===== config.mk =====
export PLATFORM = sky130hd
export DESIGN_NAME = ioa_ram
export DESIGN_NICKNAME = d
export VERILOG_FILES = /design/src/ioa_ram.sv
export SDC_FILE = /design/constraint.sdc
export NUM_CORES = 1
export LEC_CHECK = 0
export BUFFER_PORTS_ARGS = -buffer_cell sky130_fd_sc_hd__buf_2
export CAP_MARGIN = 20
export CORE_MARGIN = 2
export CORE_UTILIZATION = 44
export CTS_CLUSTER_SIZE = 10
export DETAILED_ROUTE_END_ITERATION = 12
export PLACE_DENSITY = 0.66
export REMOVE_ABC_BUFFERS = 1
export SLEW_MARGIN = 25
export SYNTH_ARGS = -nofsm -noshare
export SYNTH_HDL_FRONTEND = slang
export SYNTH_SLANG_ARGS = --single-unit
export TNS_END_PERCENT = 10

===== constraint.sdc =====
create_clock -name clk -period 2.4 [get_ports clk]
set_clock_uncertainty 0.15 [all_clocks]
set_input_delay 0.12 -clock clk [delete_from_list [all_inputs] [get_ports clk]]
set_output_delay 0.12 -clock clk [all_outputs]
set_load 0.005 [all_outputs]

===== src/ioa_ram.sv =====
// ----------------------------------------------------------------------------
// ioa_ram
// generic simple dual port ram, registered read
// ----------------------------------------------------------------------------
module ioa_ram #(
  parameter int WIDTH = 8,
  parameter int DEPTH = 16
) (
  input  logic                     clk,
  input  logic                     we,
  input  logic [$clog2(DEPTH)-1:0] waddr,
  input  logic [WIDTH-1:0]         wdata,
  input  logic [$clog2(DEPTH)-1:0] raddr,
  output logic [WIDTH-1:0]         rdata
);
  logic [WIDTH-1:0] mem [DEPTH];

  always_ff @(posedge clk) begin
    if (we) begin
      mem[waddr] <= wdata;
    end
    rdata <= mem[raddr];
  end
endmodule


# Word-level counts from Yosys, hierarchy flattened
# Memory sizes are Yosys's and may differ from the RTL's. A register that Yosys moved wholly into a read port is not among the register bits.
# Cells that the tools add are included.
classes:
  n_mux: 2
op_table:
  columns: ["operator", "n"]
  rows:
  - ["$mux 1", 2]
word_totals:
  regBits: 0
  mem_bits_rw: 128
  n_memories: 1
  elab_cells: 3
  out_inout_bits: 8
  in_bits: 18
memory_table:
  columns: ["memory", "words", "word_bits", "rd", "rd_ports_with_merged_regs", "write_ports", "line", "source"]
  rows:
  - ["mem", 16, 8, 1, 1, 1, "16", "logic [WIDTH-1:0] mem [DEPTH];"]

# Longest topological paths before layout
# Gate-level depths: netlist (run 1).
depth:
  ltp_word: 2
  mapped_depth: 5
  depth_no_buf: 3

# Worst setup path before layout (run 1)
# OpenSTA, ideal clock, no wires.
synth_timing:
  path_kind: "input to register"
  from: "in waddr[2]"
  to: "mem mem[0][0] (enable)"
  setup_time_ps: 383
  cell_stages: 2
  arrival_ps: 1230
  t_required_ps: 1867
  path_buffers: 0
  setup_slack_ps: 637
  cell_sequence: "or3b_2 > nor3_1"
synth_lines:
  columns: ["element", "line", "source"]
  rows:
  - ["start: declaration", "11", "input logic [$clog2(DEPTH)-1:0] waddr,"]
  - ["end: declaration", "16", null]
# Straight into the memory's write port.

==> run_results.csv, run 1 <==
group,metric,value,unit
clocking,post-cts-setup-buffers,0,
critical_path,worstPathArrival,1.63,ns
floorplan,core-area,11400,um2
global_routing,grt-ovfl-total,0,
placed_design,gp_congestion,0.713,
timing,post-route-period-util,62.1,%
global_routing,grt_pass1_vias,2550,
synth,syn_inst,229,
synth,yosys.area.top_type,"edfxtp_1",
global_routing,grt_first_pass_wirelength,14600,um
global_routing,grt_start_max_net_pins,33,
synth,ys_ff_latch,136,
routing,wire_per_inst,21.0,um
job,cap_viol_max_count,0,
routing,routed_wl,9310,um
routing,vias,2398,
floorplan,num_rows,39,
floorplan,boundaryPins,26,
floorplan,start_util,45.1,%
timing,fin_setup_tns,0,ns
finish,area_delta_synth_final,18.8,%
critical_path,critPathKind,"flop to flop",
routing,ant_nets,0,
critical_path,cp_max_fo,1,
pwr,power_density,855,nW/um2
timing,maxSlewViolCount,0,
synth,avgSynthCellArea,22.5,um2
hold_path,hp-class,"input port to flop",
finish,antenna_cells,0,
finish,nFillCells,913,
placed_design,place_hpwl,5860,um
synth,yosys_warnings,0,
timing,period_needed,1.49,ns
critical_path,start_kind,"flop",
timing,rsz0062_at_grt,"false",
floorplan,dieArea,12600,um2
clocking,clock_sinks,136,
clocking,cts_htree_levels,4,
clocking,cts_made_buffers,17,
floorplan,die_y,112,um
clocking,cts_root_buf,"clkbuf_16",
placed_design,placed_cell_area,5500,um2
placed_design,io_buffers,25,
timing,slew_headroom,47.6,%
routing,vias_per_cell,5.41,
clocking,clock_latency,0.41,ns
synth,syn_area,5150,um2
finish,finalInstanceArea,6120,um2
placed_design,pre_cts_slack,0.465,ns
timing,setup_viol,0,
timing,timing.final.ws_setup,0.910,ns
synth,yosysSeqAreaShare,77.8,%
finish,drive_gt1_share,29.3,%
global_routing,antenna_found_initial,0,
pwr,p_leak,0.00208,uW
clocking,cts.clk_slew.worst_paths,0.06,ns
clocking,cts_buffer_depth,2,
pwr,totalPowerFinal,5230,uW
synth,ys_types,19,
timing,hold_violations,0,
critical_path,crit_required,2.54,ns
global_routing,grt_util_all_layers,16.4,%
routing,first_pass_iters,4,
timing,fmax,671,MHz
pwr,vdd_drop_max,0.000441,V
floorplan,die_w,112,um
synth,yosys.area.top_type_share,74.7,%
status,outcome,"completed",
synth,synthTopCellsByArea,"edfxtp_1 (75%), mux4_2 (7.9%), mux4_1 (7.1%)",
clocking,cts_tree,"yes",
timing,tightest_slew,0.783,ns
critical_path,crit_path_end_kind,"flop",
routing,drtIter0Drc,157,
routing,drc,0,
finish,nets,305,
clocking,post_cts_resized,0,
## area by class of cell
cell class | instances | area, um2 | share of cell area (%)
well taps | 143 | 179 | 2.92
flip-flops and latches | 136 | 4000 | 65.5
multi-input cells | 83 | 1060 | 17.3
clock buffers | 18 | 429 | 7.02
repair buffers | 49 | 338 | 5.52
clock inverters | 14 | 110 | 1.80
## per-layer routing
| layer | up-vias | global-route usage (%) | routed length (um) |
|---|---|---|---|
| met1 | 1249 | 22.0 | 4220 |
| met3 | 14 | 4.21 | 343 |
| li1 | 1088 | - | - |
| met5 | - | 0 | 0 |
| met2 | 47 | 25.5 | 4560 |
| met4 | 0 | 7.56 | 187 |
## Yosys cell counts
cell type	instances
nand3_1	1
nand3b_1	2
buf_2	3
dfxtp_1	8
a22oi_1	16
edfxtp_1	128
mux4_2	18
nand2b_1	2
buf_6	3
nor2b_1	1
or3b_2	1
and2b_1	1
and2_1	1
nor3_1	4
buf_4	1
nor2_1	13
nand2_1	9
mux4_1	14
clkdlybuf4s25_2	3
## flip-flops by register name, summed over array words and instances, names as in the netlist
name,cells
rdata,8
mem,128
## where the power goes
| group | switching, uW | internal (uW) | total, uW |
|---|---|---|---|
| sequential | 15.7 | 2660 | 2670 |
| clock | 909 | 1400 | 2310 |
| combinational | 134 | 111 | 246 |
| total | 1060 | 4170 | 5230 |
## worst paths after layout
kind              from   endpoint  slack [ns]  depth (start not counted)
max          mem[9][1]   rdata[1]        0.91                          3
min           waddr[0]  mem[0][2]        0.12                          3
max reg2reg  mem[9][1]   rdata[1]        0.91                          3
min reg2reg  mem[3][2]   rdata[2]        0.54                          3
## worst max-delay path, stage by stage (launching register included)
cell and delay, ns:
edfxtp_1 0.35, mux4_1 0.52, a22oi_1 0.28, nand2_1 0.08
## cell families after synthesis
group                  Yosys count  synth area share, %
buffers and inverters           10                 1.68
DFF                            136                 77.8
muxes                           32                 15.0
AOI/OAI and AO/OA               16                 2.33
and+or+nand+nor                 35                 3.18
## cells in the final DEF, fill, tap and decap left out, drive strengths merged, types with 3 or more instances in the layout
cell type    Yosys  layout
buf              7      41
clkinvlp         0       3
edfxtp         128     128
nor3             4       4
dfxtp            8       8
clkbuf           0      18
nand2            9       9
mux4            32      32
dlygate4sd3      0       8
a22oi           16      16
nor2            13      13
clkinv           0      10
## repair_timing
item,in CTS,in global routing
hold buffers,8,0
hold endpoints to repair,128,0
endpoints found under the setup margin,0,0
## through the flow
step / std cells / hold WS, ns / util, %
finish: 443 / 0.124 / 53.6
global route: 443 / 0.124 / 53.6
CTS: 443 / 0.109 / 53.6
detailed placement: 403 / 0.354 / 48.1
global placement: 403 / 0.353 / 48.1
floorplan: 219 / 0.0689 / -
(Power assumes the default switching activity.)
==> inputs of run 2 (changes only) <==
==> constraint.sdc (replaced) <==
create_clock -name clk -period 1.5 [get_ports clk]
set_clock_uncertainty 0.15 [all_clocks]
set_input_delay 0.075 -clock clk [delete_from_list [all_inputs] [get_ports clk]]
set_output_delay 0.075 -clock clk [all_outputs]
set_load 0.005 [all_outputs]
==> run 2 against run 1 <==
Compared with the run above:
- clock-buffer cell count up 3
- cell area up 2.9%
- first-iteration DRC count up 4.5%
- sequential power up 60%
- largest cell class unchanged
- cell count up 2.0%
- highest routed layer unchanged
==> run_results.csv, run 2 (same netlist as run 1, synthesis figures left out) <==
group,metric,value,unit
pwr,p_sw,1730,uW
global_routing,grt_first_pass_wirelength,14900,um
timing,maxSlewViolCount,0,
pwr,pwr-share-comb,5.0,%
placed_design,dp_cells,412,
critical_path,crit_path_end_kind,"flop",
critical_path,worstPathArrival,1.59,ns
timing,post-route-period-util,96.3,%
routing,ant_nets,0,
hold_path,hp-class,"input port to flop",
critical_path,cp_slowest_cell,"mux4_1",
job,cap_viol_max_count,0,
placed_design,io_buffers,25,
clocking,cts.clk_slew.worst_paths,0.06,ns
clocking,post-cts-setup-buffers,0,
critical_path,path_buf_inv,0,
timing,slew_headroom,38.6,%
hold_path,whs_endpoint,"rdata[6]",
finish,final_common_cell,"edfxtp_1",
critical_path,path_delay_family,"multiplexers",
pwr,swShare,20.0,%
global_routing,grt-ovfl-total,0,
routing,vias,2426,
floorplan,num_rows,39,
critical_path,cp_slowest_stage_delay,0.52,ns
finish,reg_top3,"mem (128), rdata (8)",
finish,area_delta_synth_final,22.3,%
floorplan,boundaryPins,26,
floorplan,start_util,45.1,%
global_routing,grt_start_max_net_pins,21,
critical_path,crit_chain,"mux4_1 > a22oi_2 > nand2_1",
clocking,cts_made_buffers,17,
pwr,vdd_drop_max,0.000780,V
hold_path,hp-start,"raddr[1]",
pwr,clockPowerShare,45.5,%
critical_path,r2r_end,"rdata[0]",
critical_path,rrSetupSlack,0.06,ns
floorplan,dieArea,12600,um2
timing,tightest_slew,0.918,ns
finish,nFillCells,881,
global_routing,grt_pass1_vias,2548,
pwr,p_int,6900,uW
pwr,p_leak,0.00215,uW
routing,first_pass_iters,4,
clocking,cts_buffer_depth,2,
critical_path,start_kind,"flop",
timing,setup_viol,0,
critical_path,cp_max_fo,1,
clocking,cts_tree,"yes",
finish,top_register,"mem",
finish,nets,314,
timing,fin_setup_tns,0,ns
global_routing,grt_util_all_layers,16.6,%
timing,period_needed,1.44,ns
clocking,clock_sinks,136,
placed_design,gp_congestion,0.751,
finish,final_cell_mix,"edfxtp_1 (128), buf_2 (25), buf_4 (21)",
critical_path,rr_worst_depth,3,
critical_path,critPathKind,"flop to flop",
hold_path,hold_depth,4,
routing,drc,0,
clocking,cts_htree_levels,4,
routing,routed_wl,9600,um
routing,wire_per_inst,21.2,um
timing,whs,0.0718,ns
clocking,clock_latency,0.40,ns
finish,utilization,55.1,%
placed_design,place_hpwl,6100,um
timing,fmax,692,MHz
critical_path,r2r_start,"mem[1][0]",
clocking,cts_root_buf,"clkbuf_16",
routing,drtIter0Drc,164,
finish,antenna_cells,0,
finish,drive_gt1_share,35.0,%
floorplan,die_y,112,um
finish,largest_reg_flops,128,
floorplan,core-area,11400,um2
pwr,power_density,1370,nW/um2
finish,final_cells,452,
critical_path,crit_required,1.64,ns
global_routing,antenna_found_initial,0,
status,outcome,"completed",
routing,vias_per_cell,5.37,
pwr,seq_power_share,49.5,%
timing,hold_violations,0,
floorplan,die_w,112,um
-- run 2: worst max-delay path by stage --
stage               start   endpoint  depth (start not counted)
2_1_floorplan    waddr[2]  mem[0][0]                          2
3_3_place_gp     raddr[0]   rdata[3]                          5
3_5_place_dp     raddr[0]   rdata[4]                          5
4_1_cts        mem[11][4]   rdata[4]                          3
5_1_grt         mem[1][1]   rdata[1]                          3
6_report        mem[1][0]   rdata[0]                          3
-- run 2: per-layer routing --
metal / share of wire (%) / up-vias / global-route usage, %
met4: 0.96 / 0 / 5.85
met1: 44 / 1240 / 22.8
met2: 50 / 67 / 26.1
li1: - / 1113 / -
met5: 0 / - / 0
met3: 4.7 / 6 / 4.43
-- run 2: repair_timing --
action / CTS / global route
setup endpoints to repair: 1 / 6
endpoints found under the hold margin: 128 / 0
pin swaps: 0 / 2
hold buffers: 8 / 0
gates resized for setup: 1 / 6
-- run 2: metrics by stage --
| step | area, um2 | power [uW] | setup slack, ns |
|---|---|---|---|
| global placement | 5600 | 4750 | -0.149 |
| CTS | 6260 | 8690 | 0.000648 |
| floorplan | 5060 | 4520 | -0.218 |
| finish | 6290 | 8630 | 0.0554 |
| global route | 6290 | 8910 | -0.00702 |
| detailed placement | 5600 | 4760 | -0.156 |
-- run 2: layout make-up --
cell class	instances	area (um2)	share of cell area, %
clock inverters	11	96.3	1.53
multi-input cells	83	1090	17.4
repair buffers	58	443	7.04
clock buffers	21	480	7.63
well taps	143	179	2.84
flip-flops and latches	136	4000	63.6
-- run 2: power groups by stage --
stage / clock network [uW] / registers, uW / logic [uW]
floorplan: 0 / 4350 / 170
global placement: 0 / 4350 / 403
detailed placement: 0 / 4350 / 413
CTS: 3980 / 4270 / 432
global route: 4160 / 4280 / 473
finish: 3920 / 4270 / 433
-- run 2: worst reg2reg max path: stages, from the launching register on --
cell,delay [ns]
edfxtp_1,0.35
mux4_1,0.52
a22oi_2,0.22
nand2_1,0.09
