<file path="src/ioa_pkg.sv">
// ----------------------------------------------------------------------------
// ioa_pkg
// shared constants, status codes and scan result type
// ----------------------------------------------------------------------------
package ioa_pkg;
  localparam int MAX_POINTS = 2048;
  localparam int TIME_BITS  = 32;
  localparam int DELTA_BITS = 12;
  localparam int CNT_W      = $clog2(MAX_POINTS + 1);
  localparam int ADDR_W     = $clog2(MAX_POINTS);
  localparam int RUN_W      = CNT_W + DELTA_BITS + 1;
  localparam int LIM_W      = 4;
  localparam int WORD_W     = TIME_BITS + DELTA_BITS;

  localparam logic [LIM_W-1:0] MAX_OVERLAP_RESET = LIM_W'(2);
  localparam logic [DELTA_BITS-1:0] DELTA_INC = DELTA_BITS'(1);
  localparam logic [DELTA_BITS-1:0] DELTA_DEC = {DELTA_BITS{1'b1}};

  typedef enum logic [1:0] {
    ST_OK       = 2'd0,
    ST_OVERLAP  = 2'd1,
    ST_FULL     = 2'd2,
    ST_BAD_SPAN = 2'd3
  } status_t;

  typedef struct packed {
    logic              exceeded;
    logic              has_s;
    logic              has_e;
    logic [CNT_W-1:0]  pos_s;
    logic [CNT_W-1:0]  pos_e;
  } scan_res_t;
endpackage

</file>
<file path="src/ioa_scan.sv">
// ----------------------------------------------------------------------------
// ioa_scan
// running overlap sum and insert positions over one walk of the table
// ----------------------------------------------------------------------------
module ioa_scan import ioa_pkg::*; (
  input  logic                  clk,
  input  logic                  clr,
  input  logic                  en,
  input  logic                  fin,
  input  logic [TIME_BITS-1:0]  s,
  input  logic [TIME_BITS-1:0]  e,
  input  logic [TIME_BITS-1:0]  t,
  input  logic [DELTA_BITS-1:0] d,
  input  logic [LIM_W-1:0]      lim,
  output scan_res_t             res
);
  logic signed [RUN_W-1:0] run_r, run_nxt;
  logic                    sd_r, sd_nxt, ed_r, ed_nxt;
  scan_res_t               res_r, res_nxt;
  logic signed [RUN_W-1:0] lim_s;

  assign lim_s = $signed({{(RUN_W-LIM_W){1'b0}}, lim});
  assign res   = res_r;

  always_comb begin
    run_nxt = run_r;
    sd_nxt  = sd_r;
    ed_nxt  = ed_r;
    res_nxt = res_r;
    if (clr) begin
      run_nxt = '0;
      sd_nxt  = 1'b0;
      ed_nxt  = 1'b0;
      res_nxt = '0;
    end else if (en) begin
      if (t < s) res_nxt.pos_s = res_r.pos_s + CNT_W'(1);
      if (t < e) res_nxt.pos_e = res_r.pos_e + CNT_W'(1);
      if (t == s) res_nxt.has_s = 1'b1;
      if (t == e) res_nxt.has_e = 1'b1;
      if (!sd_nxt && s < t) begin
        run_nxt = run_nxt + RUN_W'(1);
        sd_nxt  = 1'b1;
        if (run_nxt > lim_s) res_nxt.exceeded = 1'b1;
      end
      if (!ed_nxt && e < t) begin
        run_nxt = run_nxt - RUN_W'(1);
        ed_nxt  = 1'b1;
        if (run_nxt > lim_s) res_nxt.exceeded = 1'b1;
      end
      run_nxt = run_nxt + RUN_W'($signed(d));
      if (!sd_nxt && s == t) begin
        run_nxt = run_nxt + RUN_W'(1);
        sd_nxt  = 1'b1;
      end
      if (!ed_nxt && e == t) begin
        run_nxt = run_nxt - RUN_W'(1);
        ed_nxt  = 1'b1;
      end
      if (run_nxt > lim_s) res_nxt.exceeded = 1'b1;
    end else if (fin) begin
      if (!sd_nxt) begin
        run_nxt = run_nxt + RUN_W'(1);
        sd_nxt  = 1'b1;
        if (run_nxt > lim_s) res_nxt.exceeded = 1'b1;
      end
      if (!ed_nxt) begin
        run_nxt = run_nxt - RUN_W'(1);
        ed_nxt  = 1'b1;
        if (run_nxt > lim_s) res_nxt.exceeded = 1'b1;
      end
    end
  end

  always_ff @(posedge clk) begin
    run_r <= run_nxt;
    sd_r  <= sd_nxt;
    ed_r  <= ed_nxt;
    res_r <= res_nxt;
  end
endmodule

</file>
<file path="config.mk">
export PLATFORM = sky130hd
export DESIGN_NAME = ioa_scan
export DESIGN_NICKNAME = d
export VERILOG_FILES = /design/src/ioa_pkg.sv /design/src/ioa_scan.sv
export SDC_FILE = /design/constraint.sdc
export NUM_CORES = 1
export LEC_CHECK = 0
export ABC_CLOCK_PERIOD_IN_PS = 17700
export BUFFER_PORTS_ARGS = -buffer_cell sky130_fd_sc_hd__buf_2
export CAP_MARGIN = 25
export CORE_ASPECT_RATIO = 1.25
export CORE_UTILIZATION = 43
export CTS_BUF_LIST = sky130_fd_sc_hd__clkbuf_2
export CTS_CLUSTER_SIZE = 20
export DETAILED_ROUTE_END_ITERATION = 8
export GPL_ROUTABILITY_DRIVEN = 0
export PLACE_DENSITY = 0.66
export SETUP_SLACK_MARGIN = 0.15
export SYNTH_ARGS = -nofsm -noshare
export SYNTH_HDL_FRONTEND = slang
export SYNTH_SLANG_ARGS = --single-unit
</file>
<file path="constraint.sdc">
create_clock -name clk -period 17.7 [get_ports clk]
set_input_delay 0.885 -clock clk [delete_from_list [all_inputs] [get_ports clk]]
set_output_delay 0.885 -clock clk [all_outputs]
set_load 0.05 [all_outputs]
</file>
# == Yosys cells after proc, flatten, opt, wreduce, memory -nomap -nowiden ==
# Cells that the tools add are included.
# word_totals
register_bits,54
# classes
mux,40
n_reduce_logical,13
addsub,8
order_cmp,8
eq_ne,4
# op_table
operator,count
25-bit 2-to-1 mux,19
32-bit equality test,4
32-bit less-than comparator,4
25-bit by 5-bit > comparator with 1-bit output,4
"25-bit by 2-bit subtractor with 25-bit output, second input constant",3
"25-bit by 2-bit adder with 25-bit output, second input constant",2
25-bit by 12-bit adder with 25-bit output,1
"12-bit by 1-bit adder with 12-bit output, second input constant",2
1-bit 2-to-1 mux,21
2-bit AND reduction,4
1-bit logical AND,4
1-bit logical NOT,4
2-bit nonzero test,1

# == Depth between registers and ports, before layout ==
# Gate-level depths: netlist (run 1).
# logic_depth
depth_word,21
depth_mapped,33
depth_no_buf,30

# == Least setup slack after synthesis (run 1) ==
# OpenSTA, ideal clock, no wires.
# synth_path
path_kind,input port to flip-flop
start,in t[27]
end,"reg res_r, in the netlist res[26]"
cell_stages,32
setup_time_ps,137
arrival_ps,7784
t_required_ps,17563
setup_slack_ps,9778
path_buffers,3
cell_sequence,inv_1 -> ha_1 -> a21oi_1 -> o21ai_0 -> a221oi_1 -> nand3_1 -> nor2_1 -> clkbuf_1 -> mux2i_1 -> ha_1 -> nand4_1 -> or3_1 -> a21oi_2 -> nand2_1 -> xor2_1 -> ha_1 -> buf_2 -> nand2_1 -> a21o_1 -> a21o_1 -> a211o_4 -> or4_1 -> buf_4 -> or4_1 -> a211oi_2 -> o2111ai_1 -> mux2i_1 -> xnor2_1 -> nand4_1 -> nor3_1 -> a41o_1 -> a41oi_2
# synth_via
elab_chain_len,21
# synth_lines
item,line,source
"start, declared",ioa_scan.sv:12,"input logic [TIME_BITS-1:0] t,"
32-bit less-than comparator,ioa_scan.sv:40,if (!sd_nxt && s < t) begin
1-bit logical AND,ioa_scan.sv:40,
25-bit 2-to-1 mux,ioa_scan.sv:40,
25-bit 2-to-1 mux,ioa_scan.sv:35,end else if (en) begin
25-bit 2-to-1 mux,ioa_scan.sv:30,if (clr) begin
25-bit by 2-bit subtractor with 25-bit output,ioa_scan.sv:46,run_nxt = run_nxt - RUN_W'(1);
25-bit 2-to-1 mux,ioa_scan.sv:45,if (!ed_nxt && e < t) begin
25-bit 2-to-1 mux,ioa_scan.sv:35,
[... 5 more ...],--,
25-bit 2-to-1 mux,ioa_scan.sv:30,
25-bit by 2-bit subtractor with 25-bit output,ioa_scan.sv:56,run_nxt = run_nxt - RUN_W'(1);
25-bit 2-to-1 mux,ioa_scan.sv:55,if (!ed_nxt && e == t) begin
25-bit 2-to-1 mux,ioa_scan.sv:35,
25-bit 2-to-1 mux,ioa_scan.sv:30,
25-bit by 5-bit > comparator with 1-bit output,ioa_scan.sv:59,if (run_nxt > lim_s) res_nxt.exceeded = 1'b1;
1-bit 2-to-1 mux *,ioa_scan.sv:59,
1-bit 2-to-1 mux *,ioa_scan.sv:35,
"end signal, assigned",ioa_scan.sv:78,res_r <= res_nxt;
"end, declared",ioa_scan.sv:19,"scan_res_t res_r, res_nxt;"
# Every way passes the cells marked *; elsewhere a longest branch is shown, timed or not. The select of a mux whose other input is x is not followed.
# A chain may end at the register's enable or synchronous reset.

# == Worst setup path in the final report (run 1) ==
# layout_path
start,in t[11]
end,"reg res_r, in the netlist res[26]"
# Same word-level chain as after synthesis.

==> out/metrics.yaml, run 1 <==
run_status:
  status: "finished, final reports clean"
worst_hold_path:
  hp-start: "res[24]$_SDFFE_PP0P_"
  hold_class: "flip-flop to flip-flop"
floorplanning:
  coreArea_mm2: 0.0247
  fp.dieH_um: 180
  dieArea_mm2: 0.0260
  io_pins: 143
  rows: 64
  initial_core_util_pct: 44.3
  fp.dieW_um: 145
sta:
  rsz0062_at_grt: "false"
  setup_viol: 0
  fmax_mhz: 118
  setup_ws_ns: 9.19
  worst_pin_slew_ns: 0.938
  skew_ns: 0.0434
  setup-tns-final_ns: 0
  maxSlewHeadroom_pct: 37.5
  hold_viol: 0
  period_needed_ns: 8.51
  slew_viol_final: 0
  post-route-period-util_pct: 48.1
synth:
  synth-seq-cells: 54
  yosysWarnings: 0
  synthArstFlopShare_pct: 0
  avgSynthCellArea_um2: 7.04
  netlist_area_mm2: 0.0109
  yosys_most_used_dff: "dfxtp_1"
  netlist_instances: 1551
  synthDistinctLibCells: 93
  synth_edf_count: 0
  synth_fp_nets: 1781
  synth.yosys.seq_area_share_pct: 9.90
finish:
  areaGrowthSynthToFinish_pct: 8.82
  drive_above_1_share_pct: 12.8
  fin_nets: 1867
clocking:
  post-cts-setup-buffer-count: 0
  cts_buffers: 5
  cts_hold_buf: 0
  cts_tree: "built"
  ctsResizeCount: 0
  clock_latency_ns: 0.54
  cts-root-buf: "clkbuf_2"
  clock_path_buffers: 2
  clk_pin_slew_ns: 0.37
  cts_max_level: 2
  clock_sinks: 54
power_and_ir_drop:
  ir_worst_vdd_mv: 0.0800
  powerDensity_mw_per_mm2: 96.9
  power_leakage_nw: 4.85
drt:
  vias_per_cell: 6.04
  met3_length_um: 1990
  vias: 11900
  top_layer: "met4"
  met1_length_um: 14800
  wirelength_um: 34900
  postRouteAntennaNets: 0
  firstDrtPassIters: 7
  wire_per_inst_um: 17.7
  first_iter_violations: 1123
  drc: 0
  wl_met2_um: 16800
global_route:
  track_usage_pct: 26.7
  antenna_found_initial: 2
  gr-total-overflow: 0
  grt_max_degree: 46
  grt_pass1_vias: 11100
  grt_pass1_wl_um: 56200
job:
  max-cap-violations: 0
setup_path:
  cp_slowest_cell: "or4_1"
  worstSetupStartpoint: "t[11]"
  criticalPathCategory: "input port to flip-flop"
  cp.required_ns: 18.12
  critPathMaxFanout: 18
  start_kind: "input port"
  critPathArrivalTime_ns: 8.93
  reg2reg_from: "run_r[3]$_SDFFE_PP0P_"
  crit_path_end_kind: "flip-flop"
  critPathMaxStageDelay_ns: 0.67
placement:
  dpl.hpwl_um: 28100
  port_buffers: 142
  dp_slack_ns: 8.80
cells in the mapped netlist, drive strengths merged, types with 19 or more instances:
cell / n / area (um2)
nand3: 74 / 370
xnor2: 132 / 1160
or3: 30 / 193
nor2: 157 / 589
dfxtp: 54 / 1080
ha: 113 / 1410
buf: 22 / 108
nor3: 75 / 375
a211oi: 35 / 283
inv: 74 / 278
nand4: 57 / 363
o21ai: 65 / 329
xor2: 76 / 666
nand2: 132 / 498
a21oi: 86 / 445
a21o: 19 / 143
mux2i: 21 / 210
clkbuf: 49 / 184
and3: 21 / 136
nor4: 31 / 236
final timing paths:
| check | end | slack, ns | cells after the start |
|---|---|---|---|
| hold reg to reg | res[24]$_SDFFE_PP0P_ | 0.50 | 2 |
| hold / removal | res[24]$_SDFFE_PP0P_ | 0.50 | 2 |
| setup reg to reg | run_r[21]$_SDFFE_PP0P_ | 9.50 | 23 |
| setup / recovery | res[26]$_SDFFE_PP0P_ | 9.19 | 31 |
kinds of logic (layout without fill, tap and decap cells):
group	count (synthesis)	count (layout)	synth area share, %
adders and majority gates	114	114	13.1
muxes	26	26	2.44
other	0	2	0
AOI/OAI and AO/OA	331	331	20.8
buffers and inverters	145	232	5.21
DFF	54	54	9.90
xor gates and xnor gates	209	209	17.0
and+or+nand+nor	672	672	31.5
through the flow:
stage	cell area, um2	power, mW	util, %	hold slack (ns)	instances
after floorplan	10900	0.858	-	0.633	1551
after global placement	11800	1.05	47.8	0.449	1959
after detailed placement	11800	1.07	47.9	0.476	1960
after CTS	11900	1.13	48.1	0.507	1968
after global routing	11900	1.25	48.2	0.537	1969
final	11900	1.15	48.2	0.501	1970
routing by layer:
metal,track usage [%],vias to the layer above
met1,33.7,5515
met2,46.4,452
met5,0,-
li1,-,5851
met4,10.4,0
met3,2.02,88
report_power, final:
part / total (mW) / internal (mW) / switching [mW]
clock network: 0.0626 / 0.0116 / 0.0510
logic: 0.902 / 0.344 / 0.558
registers: 0.187 / 0.136 / 0.0518
total: 1.15 / 0.491 / 0.661
area by class of cell:
type / count / area, um2
clock buffers: 5 / 25.0
multi-input cells: 1352 / 9270
well taps: 330 / 413
diodes: 2 / 5.00
fillers: 2587 / 12800
inverters: 74 / 278
clock inverters: 3 / 28.8
flip-flops and latches: 54 / 1080
repair buffers: 150 / 783
layout by cell type, fill, tap and decap left out, drive strengths merged, types with 15 or more instances in the layout:
cell	netlist	final
o211ai	15	15
mux2i	21	21
a21o	19	19
nor2b	16	16
nand4	57	57
nor4	31	31
nor3	75	75
and3	21	21
ha	113	113
inv	74	75
xnor2	132	132
xor2	76	76
a211oi	35	35
or2	16	16
a21oi	86	86
nor2	157	157
o21ai	65	65
dfxtp	54	54
nand2b	16	16
nand2	132	132
nand3	74	74
buf	22	150
or3	30	30
critical path, delay by kind of cell:
family	cells	cell delay (ns)
XOR/XNOR	2	0.57
AND/OR/NAND/NOR	12	3.08
adder cells (fa/ha/maj)	3	1.01
buffers and inverters	4	0.55
AO/OA/AOI/OAI	10	2.82
sequential cells by signal (all words and copies together) (netlist names):
signal / flops
ed_r: 1
res: 27
run_r: 25
sd_r: 1
(Power assumes the default switching activity.)
==> run 2, diff against run 1 <==
ABC_CLOCK_PERIOD_IN_PS = 7540   (was 17700)
PLACE_DENSITY = 0.69   (was 0.66)
clock period = 7.54 ns   (was 17.7 ns; I/O delays follow)
==> run 2 against run 1 <==
Net effect:
- register-to-register slack lost 8.9 ns
- total power grew to 2.6 times the previous value
- wire length grew 6.5%
- cell count grew 5.0%
- first-iteration DRC count grew 0.80%
- sequential share of layout area shrank 0.55 points
- sequential power grew 120%
- critical path type is now flip-flop to flip-flop
- largest cell class unchanged
==> out/metrics.yaml, run 2 (synthesized netlist as in run 1, its figures left out) <==
drt:
  wl_met2_um: 18100
  first_iter_violations: 1132
  wire_per_inst_um: 18.0
  vias_per_cell: 6.00
  met1_length_um: 14800
  met3_length_um: 2000
  firstDrtPassIters: 6
  drc: 0
  wirelength_um: 37200
  top_layer: "met4"
  postRouteAntennaNets: 0
  vias: 12400
sta:
  worst_pin_slew_ns: 0.868
  setup_ws_ns: 0.599
  post-route-period-util_pct: 92.1
  fmax_mhz: 144
  hold_viol: 0
  setup_viol: 0
  maxSlewHeadroom_pct: 41.7
  period_needed_ns: 6.94
  slew_viol_final: 0
  skew_ns: 0.0535
  setup-tns-final_ns: 0
  rsz0062_at_grt: "false"
clocking:
  cts-root-buf: "clkbuf_2"
  cts_max_level: 2
  clock_path_buffers: 2
  cts_buffers: 5
  clk_pin_slew_ns: 0.38
  clock_sinks: 54
  cts_tree: "built"
  clock_latency_ns: 0.54
global_route:
  antenna_found_initial: 1
  grt_max_degree: 55
  track_usage_pct: 28.9
  grt_pass1_vias: 12000
  gr-total-overflow: 0
  grt_pass1_wl_um: 60500
setup_path:
  crit_path_end: "res[26]$_SDFFE_PP0P_"
  crit_path_end_kind: "flip-flop"
  worstSetupStartpoint: "run_r[1]$_SDFFE_PP0P_"
  cp_slowest_cell: "o311ai_1"
  critPathMaxFanout: 9
  start_kind: "flip-flop"
  cp.required_ns: 7.99
  reg2reg_depth: 27
  reg2reg_from: "run_r[1]$_SDFFE_PP0P_"
  criticalPathCategory: "flip-flop to flip-flop"
  critPathArrivalTime_ns: 7.39
  reg2reg_slack_ns: 0.60
  critPathMaxStageDelay_ns: 0.66
  r2r-end: "res[26]$_SDFFE_PP0P_"
  cp_common_cell: "xnor2_1"
floorplanning:
  fp.dieH_um: 180
  dieArea_mm2: 0.0260
  io_pins: 143
  fp.dieW_um: 145
  coreArea_mm2: 0.0247
  initial_core_util_pct: 44.3
  rows: 64
job:
  max-cap-violations: 0
worst_hold_path:
  hold_class: "input port to flip-flop"
  whs_path_depth: 4
finish:
  final_common_cell: "nor2_1"
  mostFrequentLayoutCells: "nor2_1 (156), buf_2 (142), nand2_1 (131), xnor2_1 (131), ha_1 (113)"
  largest_reg_flops: 27
  fin_nets: 1967
  n_fill_cell: 2495
  drive_above_1_share_pct: 18.4
  stdcell_count: 2069
  utilization_pct: 51.4
  areaGrowthSynthToFinish_pct: 16.1
placement:
  port_buffers: 142
  place_inst: 2058
  dp_slack_ns: -0.0952
  dpl.hpwl_um: 30300
power_and_ir_drop:
  ir_worst_vdd_mv: 0.130
  powerDensity_mw_per_mm2: 236
  power_leakage_nw: 5.35
run_status:
  status: "finished, final reports clean"
-- run 2: cell count changes in the layout (fill, tap and decap cells not counted), moves of 2 or more --
cell and delta:
inv_6 +2, buf_4 +100, dfxtp_2 +2, dfxtp_1 -2
-- run 2: repair_timing --
| item | in CTS | in global routing |
|---|---|---|
| setup endpoints to repair | 0 | 4 |
| buffers inserted | 0 | 2 |
| hold buffers | 0 | 0 |
| gates resized for setup | 0 | 10 |
-- run 2: worst min path at each step --
stage / to / slack, ns / from
after CTS: sd_r$_SDFFE_PP0P_ / 0.42 / clr
after floorplan: run_r[23]$_SDFFE_PP0P_ / 0.63 / run_r[23]$_SDFFE_PP0P_
after global placement: res[24]$_SDFFE_PP0P_ / 0.45 / res[24]$_SDFFE_PP0P_
final: run_r[19]$_SDFFE_PP0P_ / 0.41 / en
after global routing: sd_r$_SDFFE_PP0P_ / 0.46 / clr
after detailed placement: res[24]$_SDFFE_PP0P_ / 0.46 / res[24]$_SDFFE_PP0P_
-- run 2: layout make-up --
class	instances	area, um2	area share (%)
timing repair buffer	250	1530	12.1
tap	330	413	3.26
sequential	54	1080	8.55
antenna	1	2.50	0.0197
clock buffer	5	25.0	0.197
multi-input combinational	1352	9310	73.5
inverter	74	278	2.19
clock inverter	3	26.3	0.207
-- run 2: critical path: cells and delay by family (launching register included) --
family	cells	cell delay, ns
buffers and inverters	3	0.50
xor gates and xnor gates	3	0.52
adders and majority gates	2	0.79
and+or+nand+nor	9	2.17
AOI/OAI and AO/OA	10	2.32
DFF	1	0.60
-- run 2: per-layer routing --
metal | up-vias | global-route usage (%)
li1 | 6031 | -
met1 | 5725 | 34.4
met2 | 527 | 50.1
met3 | 131 | 2.42
met4 | 0 | 16.3
met5 | - | 0
-- run 2: stage by stage --
step           hold slack (ns)  cell area [um2]  total power, mW
6_report                 0.407            12700             2.99
5_1_grt                  0.455            12700             3.23
4_1_cts                  0.416            12600             2.92
3_5_place_dp             0.455            12600             2.77
3_3_place_gp             0.450            12600             2.73
2_1_floorplan            0.633            10900             2.01
-- run 2: where the power goes --
part,internal [mW],switching (mW)
Sequential,0.319,0.0954
Combinational,1.02,1.40
Clock,0.0269,0.118
